===== src/rtl/core/bblt_pkg.sv =====
package bblt_pkg;

	localparam int NUM_BANDS_DEF = 26;
	localparam int MAG_BITS_DEF  = 24;
	localparam int BAND_W        = 5;
	localparam int WIDTH_W       = 7;
	localparam int LEVEL_W       = 17;
	localparam int DIVISOR_W     = 8;
	localparam int SCALE_W       = 10;
	localparam int MAG_SCALE     = 1000;
	localparam int PEAK_RESET    = 6554;
	localparam int ONE_Q16       = 65536;
	localparam int LIMIT_CHANGE  = 131072;
	localparam int DIVISOR_RESET = 20;
	localparam int CFG_IDX_W     = 2;
	localparam int CFG_DATA_W    = 8;
	localparam int MID_DEPTH     = 2;
	localparam int OUT_DEPTH     = 2;

	localparam logic [CFG_IDX_W-1:0] CFG_ENABLE  = 2'd0;
	localparam logic [CFG_IDX_W-1:0] CFG_DIVISOR = 2'd1;

	typedef struct packed {
		logic [BAND_W-1:0]  band_index;
		logic [LEVEL_W-1:0] level;
		logic               last_band;
	} out_item_t;

	typedef enum logic [2:0] {
		B_IDLE,
		B_MEAN,
		B_RATIO,
		B_STEP,
		B_EMIT
	} back_state_t;

	function automatic logic [WIDTH_W-1:0] bark_width(input logic [BAND_W-1:0] band);
		logic [WIDTH_W-1:0] w;
		case (band) inside
			[5'd0:5'd4]:   w = 7'd2;
			[5'd5:5'd8]:   w = 7'd3;
			[5'd9:5'd10]:  w = 7'd4;
			5'd11:         w = 7'd5;
			5'd12:         w = 7'd6;
			5'd13:         w = 7'd7;
			5'd14:         w = 7'd8;
			5'd15:         w = 7'd10;
			5'd16:         w = 7'd12;
			5'd17:         w = 7'd15;
			5'd18:         w = 7'd19;
			5'd19:         w = 7'd23;
			5'd20:         w = 7'd28;
			5'd21:         w = 7'd38;
			5'd22:         w = 7'd53;
			5'd23:         w = 7'd75;
			5'd24:         w = 7'd90;
			default:       w = 7'd94;
		endcase
		return w;
	endfunction

endpackage


===== src/rtl/core/bblt_fifo.sv =====
module bblt_fifo #(
	parameter int W     = 8,
	parameter int DEPTH = 2
) (
	input  logic         clk,
	input  logic         arst_n,
	input  logic         push,
	input  logic [W-1:0] wdata,
	output logic         full,
	input  logic         pop,
	output logic [W-1:0] rdata,
	output logic         empty
);

	localparam int PTR_W = $clog2(DEPTH);
	localparam int CNT_W = $clog2(DEPTH + 1);

	logic [W-1:0]     mem_q [DEPTH];
	logic [PTR_W-1:0] wr_ptr_q;
	logic [PTR_W-1:0] rd_ptr_q;
	logic [CNT_W-1:0] cnt_q;
	logic             do_wr;
	logic             do_rd;

	assign full  = (cnt_q == CNT_W'(DEPTH));
	assign empty = (cnt_q == '0);
	assign do_wr = push & ~full;
	assign do_rd = pop & ~empty;
	assign rdata = mem_q[rd_ptr_q];

	always_ff @(posedge clk or negedge arst_n) begin
		if (!arst_n) begin
			wr_ptr_q <= '0;
			rd_ptr_q <= '0;
			cnt_q    <= '0;
		end else begin
			if (do_wr) begin
				wr_ptr_q <= (wr_ptr_q == PTR_W'(DEPTH - 1)) ? '0 : wr_ptr_q + 1'b1;
			end
			if (do_rd) begin
				rd_ptr_q <= (rd_ptr_q == PTR_W'(DEPTH - 1)) ? '0 : rd_ptr_q + 1'b1;
			end
			if (do_wr && !do_rd) begin
				cnt_q <= cnt_q + 1'b1;
			end else if (do_rd && !do_wr) begin
				cnt_q <= cnt_q - 1'b1;
			end
		end
	end

	always_ff @(posedge clk) begin
		if (do_wr) begin
			mem_q[wr_ptr_q] <= wdata;
		end
	end

endmodule


===== src/rtl/core/bblt_div.sv =====
module bblt_div #(
	parameter int DEN_W = 34,
	parameter int Q_W   = 34,
	localparam int CNT_W = $clog2(Q_W + 1)
) (
	input  logic             clk,
	input  logic             arst_n,
	input  logic             start,
	input  logic [DEN_W-1:0] rem_init,
	input  logic [Q_W-1:0]   bits_init,
	input  logic [DEN_W-1:0] den,
	input  logic [CNT_W-1:0] count,
	output logic             done,
	output logic [Q_W-1:0]   quot
);

	logic [DEN_W-1:0] rem_q;
	logic [Q_W-1:0]   bits_q;
	logic [DEN_W-1:0] den_q;
	logic [CNT_W-1:0] cnt_q;
	logic             busy_q;
	logic             done_q;
	logic [DEN_W:0]   trial;
	logic [DEN_W:0]   diff;
	logic             qbit;

	// one quotient bit per cycle, numerator bits leave at the top
	assign trial = {rem_q, bits_q[Q_W-1]};
	assign diff  = trial - {1'b0, den_q};
	assign qbit  = (trial >= {1'b0, den_q});
	assign done  = done_q;
	assign quot  = bits_q;

	always_ff @(posedge clk or negedge arst_n) begin
		if (!arst_n) begin
			busy_q <= 1'b0;
			done_q <= 1'b0;
			cnt_q  <= '0;
		end else begin
			done_q <= busy_q && (cnt_q == CNT_W'(1));
			if (start) begin
				busy_q <= 1'b1;
				cnt_q  <= count;
			end else if (busy_q) begin
				cnt_q <= cnt_q - 1'b1;
				if (cnt_q == CNT_W'(1)) begin
					busy_q <= 1'b0;
				end
			end
		end
	end

	always_ff @(posedge clk) begin
		if (start) begin
			rem_q  <= rem_init;
			bits_q <= bits_init;
			den_q  <= den;
		end else if (busy_q) begin
			rem_q  <= qbit ? diff[DEN_W-1:0] : trial[DEN_W-1:0];
			bits_q <= {bits_q[Q_W-2:0], qbit};
		end
	end

endmodule


===== src/rtl/core/bblt_front.sv =====
module bblt_front #(
	parameter int NUM_BANDS = bblt_pkg::NUM_BANDS_DEF,
	parameter int MAG_BITS  = bblt_pkg::MAG_BITS_DEF,
	localparam int TERM_W = MAG_BITS + bblt_pkg::SCALE_W,
	localparam int SUM_W  = TERM_W + bblt_pkg::WIDTH_W,
	localparam int ITEM_W = bblt_pkg::BAND_W + 1 + bblt_pkg::WIDTH_W + SUM_W
) (
	input  logic                clk,
	input  logic                arst_n,
	input  logic                enable,
	input  logic                push,
	output logic                full,
	input  logic [MAG_BITS-1:0] magnitude,
	input  logic                frame_start,
	input  logic                mid_full,
	output logic                mid_push,
	output logic [ITEM_W-1:0]   mid_data
);

	localparam int BAND_W  = bblt_pkg::BAND_W;
	localparam int WIDTH_W = bblt_pkg::WIDTH_W;

	logic [WIDTH_W-1:0] bin_q;
	logic [BAND_W-1:0]  band_q;
	logic [SUM_W-1:0]   sum_q;

	logic               accept;
	logic [WIDTH_W-1:0] base_bin;
	logic [BAND_W-1:0]  base_band;
	logic [SUM_W-1:0]   base_sum;
	logic [TERM_W-1:0]  term;
	logic [SUM_W-1:0]   sum_next;
	logic [WIDTH_W-1:0] bin_next;
	logic [WIDTH_W-1:0] width;
	logic               band_end;
	logic [BAND_W:0]    band_inc;
	logic               wrap;
	logic               last;

	assign full   = enable & mid_full;
	assign accept = push & enable & ~mid_full;

	always_comb begin
		base_bin  = frame_start ? '0 : bin_q;
		base_band = frame_start ? '0 : band_q;
		base_sum  = frame_start ? '0 : sum_q;
		term      = TERM_W'(magnitude) * TERM_W'(bblt_pkg::MAG_SCALE);
		sum_next  = base_sum + SUM_W'(term);
		bin_next  = base_bin + 1'b1;
		width     = bblt_pkg::bark_width(base_band);
		band_end  = (bin_next >= width);
		band_inc  = {1'b0, base_band} + 1'b1;
		wrap      = (band_inc >= (BAND_W + 1)'(NUM_BANDS));
		last      = (base_band == BAND_W'(NUM_BANDS - 1));
	end

	assign mid_push = accept & band_end;
	assign mid_data = {base_band, last, width, sum_next};

	always_ff @(posedge clk or negedge arst_n) begin
		if (!arst_n) begin
			bin_q  <= '0;
			band_q <= '0;
			sum_q  <= '0;
		end else if (accept) begin
			if (band_end) begin
				bin_q  <= '0;
				sum_q  <= '0;
				band_q <= wrap ? '0 : band_inc[BAND_W-1:0];
			end else begin
				bin_q  <= bin_next;
				sum_q  <= sum_next;
				band_q <= base_band;
			end
		end
	end

endmodule


===== src/rtl/core/bblt_back.sv =====
module bblt_back #(
	parameter int NUM_BANDS = bblt_pkg::NUM_BANDS_DEF,
	parameter int MAG_BITS  = bblt_pkg::MAG_BITS_DEF,
	localparam int MEAN_W = MAG_BITS + bblt_pkg::SCALE_W,
	localparam int SUM_W  = MEAN_W + bblt_pkg::WIDTH_W,
	localparam int ITEM_W = bblt_pkg::BAND_W + 1 + bblt_pkg::WIDTH_W + SUM_W
) (
	input  logic                             clk,
	input  logic                             arst_n,
	input  logic [bblt_pkg::DIVISOR_W-1:0]   divisor,
	input  logic                             mid_empty,
	input  logic [ITEM_W-1:0]                mid_data,
	output logic                             mid_pop,
	input  logic                             out_full,
	output logic                             out_push,
	output bblt_pkg::out_item_t              out_data
);

	localparam int BAND_W  = bblt_pkg::BAND_W;
	localparam int WIDTH_W = bblt_pkg::WIDTH_W;
	localparam int LEVEL_W = bblt_pkg::LEVEL_W;
	localparam int CNT_W   = $clog2(MEAN_W + 1);
	localparam int BIDX_W  = (NUM_BANDS > 1) ? $clog2(NUM_BANDS) : 1;

	bblt_pkg::back_state_t state_q, state_d;

	logic [BAND_W-1:0]  band_q;
	logic               last_q;
	logic               neg_q;
	logic [LEVEL_W-1:0] res_level_q;
	logic [MEAN_W-1:0]  peak_q [NUM_BANDS];
	logic [LEVEL_W-1:0] lvl_q  [NUM_BANDS];

	logic [BAND_W-1:0]  mid_band;
	logic               mid_last;
	logic [WIDTH_W-1:0] mid_width;
	logic [SUM_W-1:0]   mid_sum;

	logic               div_start;
	logic [MEAN_W-1:0]  div_rem;
	logic [MEAN_W-1:0]  div_bits;
	logic [MEAN_W-1:0]  div_den;
	logic [CNT_W-1:0]   div_count;
	logic               div_done;
	logic [MEAN_W-1:0]  div_quot;

	logic [BIDX_W-1:0]  bidx;
	logic [MEAN_W-1:0]  cur_peak;
	logic [LEVEL_W-1:0] cur_level;
	logic [MEAN_W-1:0]  peak_new;
	logic [LEVEL_W:0]   change;
	logic [LEVEL_W:0]   change_abs;
	logic               too_big;
	logic [bblt_pkg::DIVISOR_W-1:0] den_step;
	logic [LEVEL_W-1:0] level_step;
	logic [LEVEL_W-1:0] level_out;
	logic               job_load;
	logic               peak_we;
	logic               level_we;
	logic               level_set;
	logic               neg_load;

	assign mid_band  = mid_data[ITEM_W-1 -: BAND_W];
	assign mid_last  = mid_data[ITEM_W-1-BAND_W];
	assign mid_width = mid_data[SUM_W +: WIDTH_W];
	assign mid_sum   = mid_data[SUM_W-1:0];

	bblt_div #(
		.DEN_W(MEAN_W),
		.Q_W  (MEAN_W)
	) u_div (
		.clk      (clk),
		.arst_n   (arst_n),
		.start    (div_start),
		.rem_init (div_rem),
		.bits_init(div_bits),
		.den      (div_den),
		.count    (div_count),
		.done     (div_done),
		.quot     (div_quot)
	);

	always_comb begin
		bidx       = band_q[BIDX_W-1:0];
		cur_peak   = peak_q[bidx];
		cur_level  = lvl_q[bidx];
		peak_new   = (div_quot > cur_peak) ? div_quot : cur_peak;
		change     = {1'b0, div_quot[LEVEL_W-1:0]} - {1'b0, cur_level};
		change_abs = change[LEVEL_W] ? (~change + 1'b1) : change;
		too_big    = (change_abs >= (LEVEL_W + 1)'(bblt_pkg::LIMIT_CHANGE));
		den_step   = (divisor == '0) ? bblt_pkg::DIVISOR_W'(1) : divisor;
		level_step = neg_q ? (cur_level - div_quot[LEVEL_W-1:0])
		                   : (cur_level + div_quot[LEVEL_W-1:0]);
	end

	always_comb begin
		state_d   = state_q;
		mid_pop   = 1'b0;
		out_push  = 1'b0;
		div_start = 1'b0;
		div_rem   = '0;
		div_bits  = '0;
		div_den   = '0;
		div_count = '0;
		job_load  = 1'b0;
		peak_we   = 1'b0;
		level_we  = 1'b0;
		level_set = 1'b0;
		level_out = cur_level;
		neg_load  = 1'b0;
		case (state_q)
			bblt_pkg::B_IDLE: begin
				if (!mid_empty) begin
					mid_pop   = 1'b1;
					job_load  = 1'b1;
					div_start = 1'b1;
					div_rem   = MEAN_W'(mid_sum >> MEAN_W);
					div_bits  = mid_sum[MEAN_W-1:0];
					div_den   = MEAN_W'(mid_width);
					div_count = CNT_W'(MEAN_W);
					state_d   = bblt_pkg::B_MEAN;
				end
			end
			bblt_pkg::B_MEAN: begin
				if (div_done) begin
					peak_we   = 1'b1;
					div_start = 1'b1;
					div_rem   = {1'b0, div_quot[MEAN_W-1:1]};
					div_bits  = {div_quot[0], {(MEAN_W - 1){1'b0}}};
					div_den   = peak_new;
					div_count = CNT_W'(LEVEL_W);
					state_d   = bblt_pkg::B_RATIO;
				end
			end
			bblt_pkg::B_RATIO: begin
				if (div_done) begin
					if (too_big) begin
						level_set = 1'b1;
						state_d   = bblt_pkg::B_EMIT;
					end else begin
						neg_load  = 1'b1;
						div_start = 1'b1;
						div_bits  = {change_abs[LEVEL_W-1:0], {(MEAN_W - LEVEL_W){1'b0}}};
						div_den   = MEAN_W'(den_step);
						div_count = CNT_W'(LEVEL_W);
						state_d   = bblt_pkg::B_STEP;
					end
				end
			end
			bblt_pkg::B_STEP: begin
				if (div_done) begin
					level_we  = 1'b1;
					level_set = 1'b1;
					level_out = level_step;
					state_d   = bblt_pkg::B_EMIT;
				end
			end
			bblt_pkg::B_EMIT: begin
				if (!out_full) begin
					out_push = 1'b1;
					state_d  = bblt_pkg::B_IDLE;
				end
			end
			default: state_d = bblt_pkg::B_IDLE;
		endcase
	end

	assign out_data = '{band_index: band_q, level: res_level_q, last_band: last_q};

	always_ff @(posedge clk or negedge arst_n) begin
		if (!arst_n) begin
			state_q <= bblt_pkg::B_IDLE;
			for (int b = 0; b < NUM_BANDS; b++) begin
				peak_q[b] <= MEAN_W'(bblt_pkg::PEAK_RESET);
				lvl_q[b]  <= '0;
			end
		end else begin
			state_q <= state_d;
			if (peak_we) begin
				peak_q[bidx] <= peak_new;
			end
			if (level_we) begin
				lvl_q[bidx] <= level_out;
			end
		end
	end

	always_ff @(posedge clk) begin
		if (job_load) begin
			band_q <= mid_band;
			last_q <= mid_last;
		end
		if (neg_load) begin
			neg_q <= change[LEVEL_W];
		end
		if (level_set) begin
			res_level_q <= level_out;
		end
	end

	assert property (@(posedge clk) disable iff (!arst_n) out_push |-> !out_full)
		else $error("result pushed into a full output queue");
	assert property (@(posedge clk) disable iff (!arst_n) mid_pop |-> !mid_empty)
		else $error("band job taken from an empty queue");
	assert property (@(posedge clk) disable iff (!arst_n)
		div_done |-> (state_q == bblt_pkg::B_MEAN || state_q == bblt_pkg::B_RATIO ||
		              state_q == bblt_pkg::B_STEP))
		else $error("divider finished with no division pending");
	assert property (@(posedge clk) disable iff (!arst_n)
		(state_q == bblt_pkg::B_RATIO && div_done) |-> (div_quot <= MEAN_W'(bblt_pkg::ONE_Q16)))
		else $error("band ratio above one");

endmodule


===== src/rtl/core/bark_band_level_tracker_top.sv =====
// Bark band level tracker. Bin magnitudes are pushed one per cycle while full is low (a frame
// is 513 bins, frame_start marks bin 0) and summed per band in the input stage, which accepts a
// bin every cycle while enabled and its two-entry band queue has room. Each completed band is
// finished by a back end built around one shared bit-serial divider, which computes in turn the
// mean, the mean/peak ratio and the level step; the back end finishes one band before it takes
// the next. Each band end yields one result item (band, level in Q1.16, last-of-frame mark)
// through a two-entry output queue. Registers: index 0 analysis_enable (reset 1), index 1
// smoothing_divisor (reset 20, 0 acts as 1); cfg_ready is always high and writes belong to
// idle periods.
module bark_band_level_tracker_top #(
	parameter int NUM_BANDS = bblt_pkg::NUM_BANDS_DEF,
	parameter int MAG_BITS  = bblt_pkg::MAG_BITS_DEF
) (
	input  logic                            clk,
	input  logic                            arst_n,
	input  logic                            push,
	output logic                            full,
	input  logic [MAG_BITS-1:0]             magnitude,
	input  logic                            frame_start,
	output logic                            empty,
	input  logic                            pop,
	output logic [bblt_pkg::BAND_W-1:0]     band_index,
	output logic [bblt_pkg::LEVEL_W-1:0]    level,
	output logic                            last_band,
	input  logic                            cfg_valid,
	output logic                            cfg_ready,
	input  logic [bblt_pkg::CFG_IDX_W-1:0]  cfg_index,
	input  logic [bblt_pkg::CFG_DATA_W-1:0] cfg_data
);

	localparam int MEAN_W = MAG_BITS + bblt_pkg::SCALE_W;
	localparam int SUM_W  = MEAN_W + bblt_pkg::WIDTH_W;
	localparam int ITEM_W = bblt_pkg::BAND_W + 1 + bblt_pkg::WIDTH_W + SUM_W;
	localparam int OUT_W  = $bits(bblt_pkg::out_item_t);

	logic                           enable_q;
	logic [bblt_pkg::DIVISOR_W-1:0] divisor_q;

	logic                mid_push;
	logic [ITEM_W-1:0]   mid_wdata;
	logic                mid_full;
	logic                mid_pop;
	logic [ITEM_W-1:0]   mid_rdata;
	logic                mid_empty;

	logic                out_push;
	bblt_pkg::out_item_t out_item;
	logic                out_full;
	logic [OUT_W-1:0]    out_rdata;
	bblt_pkg::out_item_t head;

	assign cfg_ready = 1'b1;

	always_ff @(posedge clk or negedge arst_n) begin
		if (!arst_n) begin
			enable_q  <= 1'b1;
			divisor_q <= bblt_pkg::DIVISOR_W'(bblt_pkg::DIVISOR_RESET);
		end else if (cfg_valid && cfg_ready) begin
			case (cfg_index)
				bblt_pkg::CFG_ENABLE:  enable_q  <= cfg_data[0];
				bblt_pkg::CFG_DIVISOR: divisor_q <= cfg_data;
				default: ;
			endcase
		end
	end

	bblt_front #(
		.NUM_BANDS(NUM_BANDS),
		.MAG_BITS (MAG_BITS)
	) u_front (
		.clk        (clk),
		.arst_n     (arst_n),
		.enable     (enable_q),
		.push       (push),
		.full       (full),
		.magnitude  (magnitude),
		.frame_start(frame_start),
		.mid_full   (mid_full),
		.mid_push   (mid_push),
		.mid_data   (mid_wdata)
	);

	bblt_fifo #(
		.W    (ITEM_W),
		.DEPTH(bblt_pkg::MID_DEPTH)
	) u_mid_fifo (
		.clk   (clk),
		.arst_n(arst_n),
		.push  (mid_push),
		.wdata (mid_wdata),
		.full  (mid_full),
		.pop   (mid_pop),
		.rdata (mid_rdata),
		.empty (mid_empty)
	);

	bblt_back #(
		.NUM_BANDS(NUM_BANDS),
		.MAG_BITS (MAG_BITS)
	) u_back (
		.clk      (clk),
		.arst_n   (arst_n),
		.divisor  (divisor_q),
		.mid_empty(mid_empty),
		.mid_data (mid_rdata),
		.mid_pop  (mid_pop),
		.out_full (out_full),
		.out_push (out_push),
		.out_data (out_item)
	);

	bblt_fifo #(
		.W    (OUT_W),
		.DEPTH(bblt_pkg::OUT_DEPTH)
	) u_out_fifo (
		.clk   (clk),
		.arst_n(arst_n),
		.push  (out_push),
		.wdata (out_item),
		.full  (out_full),
		.pop   (pop),
		.rdata (out_rdata),
		.empty (empty)
	);

	assign head       = out_rdata;
	assign band_index = head.band_index;
	assign level      = head.level;
	assign last_band  = head.last_band;

endmodule

===== config.mk =====
export PLATFORM = sky130hd
export DESIGN_NAME = bark_band_level_tracker_top
export DESIGN_NICKNAME = d
export VERILOG_FILES = /design/src/rtl/core/bblt_pkg.sv /design/src/rtl/core/bblt_fifo.sv /design/src/rtl/core/bblt_div.sv /design/src/rtl/core/bblt_front.sv /design/src/rtl/core/bblt_back.sv /design/src/rtl/core/bark_band_level_tracker_top.sv
export SDC_FILE = /design/constraint.sdc
export NUM_CORES = 2
export LEC_CHECK = 0
export BUFFER_PORTS_ARGS = -buffer_cell sky130_fd_sc_hd__buf_2
export CELL_PAD_IN_SITES_DETAIL_PLACEMENT = 1
export CELL_PAD_IN_SITES_GLOBAL_PLACEMENT = 1
export CORE_ASPECT_RATIO = 1.1
export CORE_MARGIN = 5
export CORE_UTILIZATION = 53
export DETAILED_ROUTE_END_ITERATION = 6
export PLACE_DENSITY_LB_ADDON = 0.15
export SETUP_SLACK_MARGIN = 0.2
export SKIP_LAST_GASP = 1
export SYNTH_ARGS = -nofsm -noshare
export SYNTH_HDL_FRONTEND = slang
export SYNTH_HIERARCHICAL = 1
export SYNTH_SLANG_ARGS = --single-unit

===== constraint.sdc =====
create_clock -name clk -period 11.9 [get_ports clk]
set_input_delay 0.595 -clock clk [delete_from_list [all_inputs] [get_ports clk]]
set_output_delay 0.595 -clock clk [all_outputs]
set_load 0.02 [all_outputs]

======== Word level (Yosys, flattened, before mapping) ========
Memory sizes are Yosys's and may differ from the RTL's.
Cells that the tools add are included.
word-level totals
  register bits ........................... 1533
  bits in latches ......................... 0
  bits in writable memories ............... 154
  ROM bits ................................ 0
  bits of input ports ..................... 40
  logic and storage cells ................. 276
  memories kept ........................... 2
memories
  name              words  width  read ports  clocked after Yosys merged registers in  write ports  RTL line         RTL
  u_mid_fifo.mem_q  2      54     1           0                                        1            bblt_fifo.sv:18  logic [W-1:0] mem_q [DEPTH];
  u_out_fifo.mem_q  2      23     1           0                                        1            bblt_fifo.sv:18
cells by class
  add/subtract/negate cells ............... 17
  $mul .................................... 1
  divide/modulo/power cells ............... 0
  $lt $le $gt $ge ......................... 13
  equal/unequal tests ..................... 28
  shift operators ......................... 0
  multiplexer cells ....................... 103
  bitwise logic cells ..................... 14
  reduce and logical (&&, ||, !) cells .... 24
operators with widths
  operator                                             count
  bitwise mux 884 bit                                  1
  2-to-1 mux 34 bit                                    15
  bitwise mux 442 bit                                  1
  case mux 34 bit (3 select lines)                     2
  binary-select mux 34 bit (select 5 bit)              1
  demux 34 bit (select 5 bit)                          1
  2-to-1 mux 7 bit                                     20
  2-to-1 mux 17 bit                                    6
  binary-select mux 17 bit (select 5 bit)              1
  demux 17 bit (select 5 bit)                          1
  2-to-1 mux 41 bit                                    2
  case mux 34 bit (2 select lines)                     1
  == test 5 bit (second input constant)                10
  adder 41 x 34 -> 41 bit                              1
  greater-or-equal comparator 35 x 34 -> 1 bit         1
  greater-than comparator 34 bit                       1
  subtractor 34 bit                                    1
  2-to-1 mux 33 bit                                    1
  multiplier 24 x 7 -> 31 bit (second input constant)  1
  == test 5 x 4 -> 1 bit (second input constant)       5
  2-to-1 mux 5 bit                                     5
  2-to-1 mux 6 bit                                     4
  2-to-1 mux 1 bit                                     23
  2-to-1 mux 3 bit                                     7
  other kinds (46)                                     88

======== Logic depth before layout (Yosys ltp) ========
  depth after elaboration ................. 26
  mapped depth ............................ 30
  mapped depth without buffers ............ 26

======== Hierarchy ========
Netlist, hierarchy kept.
by module, submodules not included
  module                       instances  cells an instance  area an instance (um^2)  sequential area each (um^2)
  bblt_back                    1          5147               64132.8                  34205.3
  bblt_front                   1          1090               9136.3                   1326.3
  bblt_div                     1          617                6541.3                   3263.1
  bblt_fifo (u_mid_fifo)       1          187                4342.9                   3343.2
  bblt_fifo (u_out_fifo)       1          91                 1959.4                   1481.4
  bark_band_level_tracker_top  1          22                 369.1                    229.0

======== Worst setup path before layout ========
OpenSTA, ideal clock, no wires.
  kind .................................... register to register
  start ................................... reg u_back.band_q[0]
  end ..................................... reg u_back.u_div.bits_q[0], in the netlist u_back/u_div/quot[0] (enable)
  arrival time ............................ 8497 ps
  setup slack ............................. 2684 ps
  cell stages (with the launch flop) ...... 30
  path buffers ............................ 11
  cells stage by stage .................... edfxtp_1 buf_4 buf_6 buf_6 buf_4 buf_4 buf_2 buf_2 mux4_2 a222oi_1 o21ai_0 a21oi_1 inv_1 fa_1 nor2b_1 o2111ai_1 a31o_2 o31a_1 a2111oi_4 nand4_1 or4_4 o211ai_2 buf_6 inv_4 or3_1 clkbuf_1 inv_1 clkbuf_1 clkbuf_1 nand2_1
on the way
  longest elaborated chain between the ends .. 13
RTL lines
  what                                                    RTL line          RTL
  start: declaration                                      bblt_back.sv:27   logic [BAND_W-1:0] band_q;
  start signal: assignment                                bblt_back.sv:190  band_q <= mid_band;
  NOT 5 -> 6 bit (implied by the code) *                  bblt_back.sv:86   cur_level = lvl_q[bidx];
  binary-select mux 17 bit (select 5 bit) *               bblt_back.sv:86
  2-to-1 mux 17 bit (implied by the code) * (2 in a row)  bblt_back.sv:86
  subtractor 17 x 17 -> 18 bit *                          bblt_back.sv:88   change = {1'b0, div_quot[LEVEL_W-1:0]} - {1'b0, cur_level};
  NOT 18 bit                                              bblt_back.sv:89   change_abs = change[LEVEL_W] ? (~change + 1'b1) : change;
  adder 18 x 1 -> 18 bit                                  bblt_back.sv:89
  2-to-1 mux 18 bit *                                     bblt_back.sv:89
  greater-or-equal comparator 18 bit *                    bblt_back.sv:90   too_big = (change_abs >= (LEVEL_W + 1)'(bblt_pkg::LIMIT_CHANGE));
  2-to-1 mux 1 bit *                                      bblt_back.sv:137  if (too_big) begin
  2-to-1 mux 1 bit *                                      bblt_back.sv:136  if (div_done) begin
  case mux 1 bit (3 select lines) *                       bblt_back.sv:111  case (state_q)
  named net u_back.div_start                              bblt_back.sv:39   logic div_start;
  nonzero test 2 bit (no line) *                          -
  end signal: assignment                                  bblt_div.sv:56    bits_q <= bits_init;
  end signal: assignment                                  bblt_div.sv:60    bits_q <= {bits_q[Q_W-2:0], qbit};
  end: declaration                                        bblt_div.sv:18    logic [Q_W-1:0] bits_q;
The timed path passes the listed nets; every way through them passes the cells marked *. The select of a mux whose other input is x is not followed.
A chain may end at the register's enable or synchronous reset.

======== Final worst setup path ========
  start ................................... reg u_back.band_q[1]
  end ..................................... reg u_back.u_div.rem_q[6] (enable)
on the way
  longest elaborated chain between the ends .. 13
RTL lines
  what                                                    RTL line          RTL
  NOT 5 -> 6 bit (implied by the code) *                  bblt_back.sv:86
  binary-select mux 17 bit (select 5 bit) *               bblt_back.sv:86
  2-to-1 mux 17 bit (implied by the code) * (2 in a row)  bblt_back.sv:86
  subtractor 17 x 17 -> 18 bit *                          bblt_back.sv:88
  NOT 18 bit                                              bblt_back.sv:89
  adder 18 x 1 -> 18 bit                                  bblt_back.sv:89
  2-to-1 mux 18 bit *                                     bblt_back.sv:89
  greater-or-equal comparator 18 bit *                    bblt_back.sv:90
  2-to-1 mux 1 bit *                                      bblt_back.sv:137
  2-to-1 mux 1 bit *                                      bblt_back.sv:136
  case mux 1 bit (3 select lines) *                       bblt_back.sv:111
  named net u_back.div_start                              bblt_back.sv:39
  nonzero test 2 bit (no line) *                          -
  end signal: assignment                                  bblt_div.sv:55    rem_q <= rem_init;
  end signal: assignment                                  bblt_div.sv:59    rem_q <= qbit ? diff[DEN_W-1:0] : trial[DEN_W-1:0];
  end: declaration                                        bblt_div.sv:17    logic [DEN_W-1:0] rem_q;
Marks and branches as above.

==> impl_metrics.json <==
{
  "crit_arrival_ps": 9860,
  "synth_compound_area_share_pct": 9.76,
  "synth_area_leader_cell": "dfrtp_1",
  "clock_sinks": 1687,
  "synth_top_area_share_pct": 35.4,
  "clock_skew_ps": 45.5,
  "cts_tree": "done",
  "status": "finished clean",
  "vdd_ir_drop_max_v": 0.000197,
  "dr.pass1.iters": 6,
  "async_flop_share_pct": 83.4,
  "reg2reg_depth": 21,
  "rr_startpoint": "u_back/band_q[1]$_DFFE_PP_",
  "antenna_found_initial": 5,
  "syn_area_um2": 86500,
  "final_core_util_pct": 58.7,
  "synthDistinctLibCells": 104,
  "clk_path_buf_depth": 3,
  "hp-start": "cfg_data[2]",
  "timing.final.max_slew_violations": 0,
  "drive_gt1_share_pct": 28.6,
  "hpwl_mm": 175,
  "yosysSeqAreaShare_pct": 50.7,
  "leakagePower_nw": 42.4,
  "fin_ws_ps": 2340,
  "post_synth.cell_area_avg_um2": 12.1,
  "wirelength_mm": 275,
  "hp-class": "input port to flip-flop",
  "grt_pass1_vias": 64400,
  "synthMuxAreaShare_pct": 21.0,
  "worstMarginPinSlew_ps": 1350,
  "p_int_mw": 13.0,
  "ys_seq_elements": 1687,
  "whs_path_depth": 2,
  "cp-end-kind": "flip-flop",
  "initial_core_util_pct": 53.3,
  "synth_ff_type": "dfrtp_1",
  "die_area_um2": 171000,
  "period_share_pct": 80.4,
  "cp-start-kind": "flip-flop",
  "core_area_um2": 162000,
  "drt-wirelength-per-cell_um": 29.5,
  "grt_start_max_net_pins": 162,
  "synth-edff-count": 280,
  "cp.required_ps": 12190,
  "gp_congestion": 0.926,
  "drc": 0,
  "fill_cells": 16100,
  "synth_xor_xnor_area_share_pct": 1.54,
  "regArea_um2": 43900,
  "syn_inst": 7154,
  "critical_path_class": "flip-flop to flip-flop",
  "cp-endpoint": "u_back/u_div/rem_q[6]$_DFFE_PP_",
  "fin_nets": 7413,
  "p_sw_share_pct": 39.9,
  "syn_to_final_growth_pct": 10.2,
  "die_x_um": 395,
  "ys.warnings.count": 6,
  "hold_viol": 0,
  "grt_pass1_wl_mm": 416,
  "fin_hold_ws_ps": 80.7,
  "clkTransAtPathRegs_ps": 60,
  "die_h_um": 434,
  "grt-ovfl-total": 0,
  "ioPinCount": 66,
  "vias": 59600,
  "clk_latency_ps": 840,
  "synth_top_family_by_area": "multiplexers",
  "cellPowerDensity_nw_per_um2": 226,
  "netlist_top_cells_area": "dfrtp_1 35%, mux2_2 11%, edfxtp_1 9.7%",
  "clock_power_share_pct": 26.7,
  "multi_input_area_um2": 39800,
  "pre_cts_slack_ps": 2580,
  "power_frac_seq_pct": 32.7,
  "cts_resized": 0,
  "min_period_ps": 9560,
  "num_rows": 155,
  "cap_violations": 0,
  "rsz0062_at_grt": "false",
  "r2r_end": "u_back/u_div/rem_q[6]$_DFFE_PP_",
  "clockRootBuffer": "clkbuf_16",
  "power.share.combinational_pct": 40.6,
  "finalSetupViolations": 0,
  "relSlewSlack_pct": 8.33,
  "synthAdderAreaFrac_pct": 5.27,
  "port_buffers": 64,
  "cts_inserted_buffers": 177,
  "grt_usage_pct": 32.2,
  "fmax_mhz": 105,
  "p_switching_mw": 8.60,
  "crit_fanout": 68,
  "startpoint": "u_back/band_q[1]$_DFFE_PP_",
  "ant_nets": 0,
  "setup_tns_ps": 0,
  "ff2ff_setup_slack_ps": 2340,
  "drt_iter0_drc": 4802,
  "synth-simple-area-share_pct": 7.86,
  "via_per_inst": 6.38,
  "htree_levels": 4
}
[registers in the layout, summed over array words and instances, names as in the netlist, 2 cells and up]
signal	flops
u_back/u_div/den_q	34
u_back/lvl_q	442
u_back/res_level_q	17
u_back/band_q	5
u_out_fifo/mem_q	46
u_out_fifo/cnt_q	2
u_back/state_q	3
u_front/bin_q	7
divisor_q	8
u_front/sum_q	41
u_back/peak_q	884
u_back/u_div/rem_q	34
u_front/band_q	5
u_back/u_div/quot	34
u_back/u_div/cnt_q	6
u_mid_fifo/cnt_q	2
u_mid_fifo/mem_q	108
[power by group through the flow]
stage | registers, mW | clock network [mW] | logic [mW]
6_report | 7.06 | 5.76 | 8.74
5_1_grt | 7.09 | 6.12 | 9.43
4_1_cts | 7.05 | 5.85 | 8.61
3_5_place_dp | 7.14 | 0 | 8.54
3_3_place_gp | 7.12 | 0 | 8.30
2_1_floorplan | 6.97 | 0 | 5.87
[how the worst min path moves through the flow]
stage	endpoint
after floorplan	divisor_q[0]$_DFFE_PN0P_
after global placement	u_out_fifo/mem_q[0][16]$_DFFE_PP_
after detailed placement	u_out_fifo/mem_q[0][10]$_DFFE_PP_
after CTS	divisor_q[3]$_DFFE_PN0P_
after global routing	divisor_q[3]$_DFFE_PN0P_
final	divisor_q[2]$_DFFE_PN1P_
[critical path, stage by stage (launching register included)]
cell and delay, ps:
edfxtp_1 1070, buf_12 470, mux4_2 400, nand2_1 90, a21oi_1 110, a21oi_1 400
o221a_2 350, inv_1 80, ha_1 220, fa_1 410, nor2b_1 190, o2111ai_1 240
a31o_2 360, o31a_1 170, a2111oi_4 400, nand4_1 210, or4_4 480, o211ai_2 760
inv_4 170, or3_4 580, inv_2 860, nand2_4 860
[through the flow]
step / instances / total power [mW] / cell area [um2]
3_3_place_gp: 8997 / 15.4 / 89100
2_1_floorplan: 7156 / 12.8 / 86500
3_5_place_dp: 8997 / 15.7 / 89100
6_report: 9336 / 21.6 / 95300
4_1_cts: 9332 / 21.5 / 95200
5_1_grt: 9332 / 22.6 / 95300
[placed cells by master (no fill, tap or decap), types with 100 or more instances in the layout]
cell type  netlist  layout
nand2_1        935     910
buf_4           11     150
dfrtp_1       1222    1221
nor2_1         204     195
clkbuf_16        0     183
edfxtp_1       280     280
mux2_2         807     807
dfstp_2        185     185
inv_1          304     302
ha_1           220     220
xnor2_1        107     100
mux4_2         309     309
a21oi_1        238     237
o21ai_0        673     673
[cells by family after synthesis]
kind of cell / Yosys count
multiplexers: 1292
adder cells (fa/ha/maj): 310
buffers and inverters: 809
AO/OA/AOI/OAI: 1361
AND/OR/NAND/NOR: 1541
other: 2
XOR/XNOR: 152
flip-flops: 1687
[synthesized netlist by cell type, types with 77 or more instances]
cell and n:
mux4_2 309, dfstp_2 185, xnor2_1 107, inv_1 304, dfrtp_1 1222, fa_1 90
a21oi_1 238, mux2i_1 108, ha_1 220, o21ai_0 673, nor2_1 204, edfxtp_1 280
clkbuf_1 377, mux2_2 807, nand2_1 935, buf_2 77
[timing repair]
| action | in CTS | in global routing |
|---|---|---|
| setup buffers | 0 | 0 |
| hold buffers | 6 | 0 |
| endpoints found under the hold margin | 120 | 0 |
[layout make-up]
| cell class | count | share of cell area (%) |
|---|---|---|
| flip-flops and latches | 1687 | 46.0 |
| multi-input cells | 4660 | 41.8 |
| clock buffers | 263 | 5.54 |
| well taps | 2119 | 2.78 |
| repair buffers | 230 | 1.81 |
| inverters | 307 | 1.21 |
| clock inverters | 66 | 0.855 |
| diodes | 4 | 0.0105 |
[layer usage]
layer	vias up	part of all wire [%]	track usage [%]
li1	25500	-	-
met1	31500	41	42.3
met2	2015	47	52.3
met3	606	6.0	5.26
met4	2	5.7	16.3
met5	-	0.0047	0
Note: power is estimated with default switching activity, not from simulation.
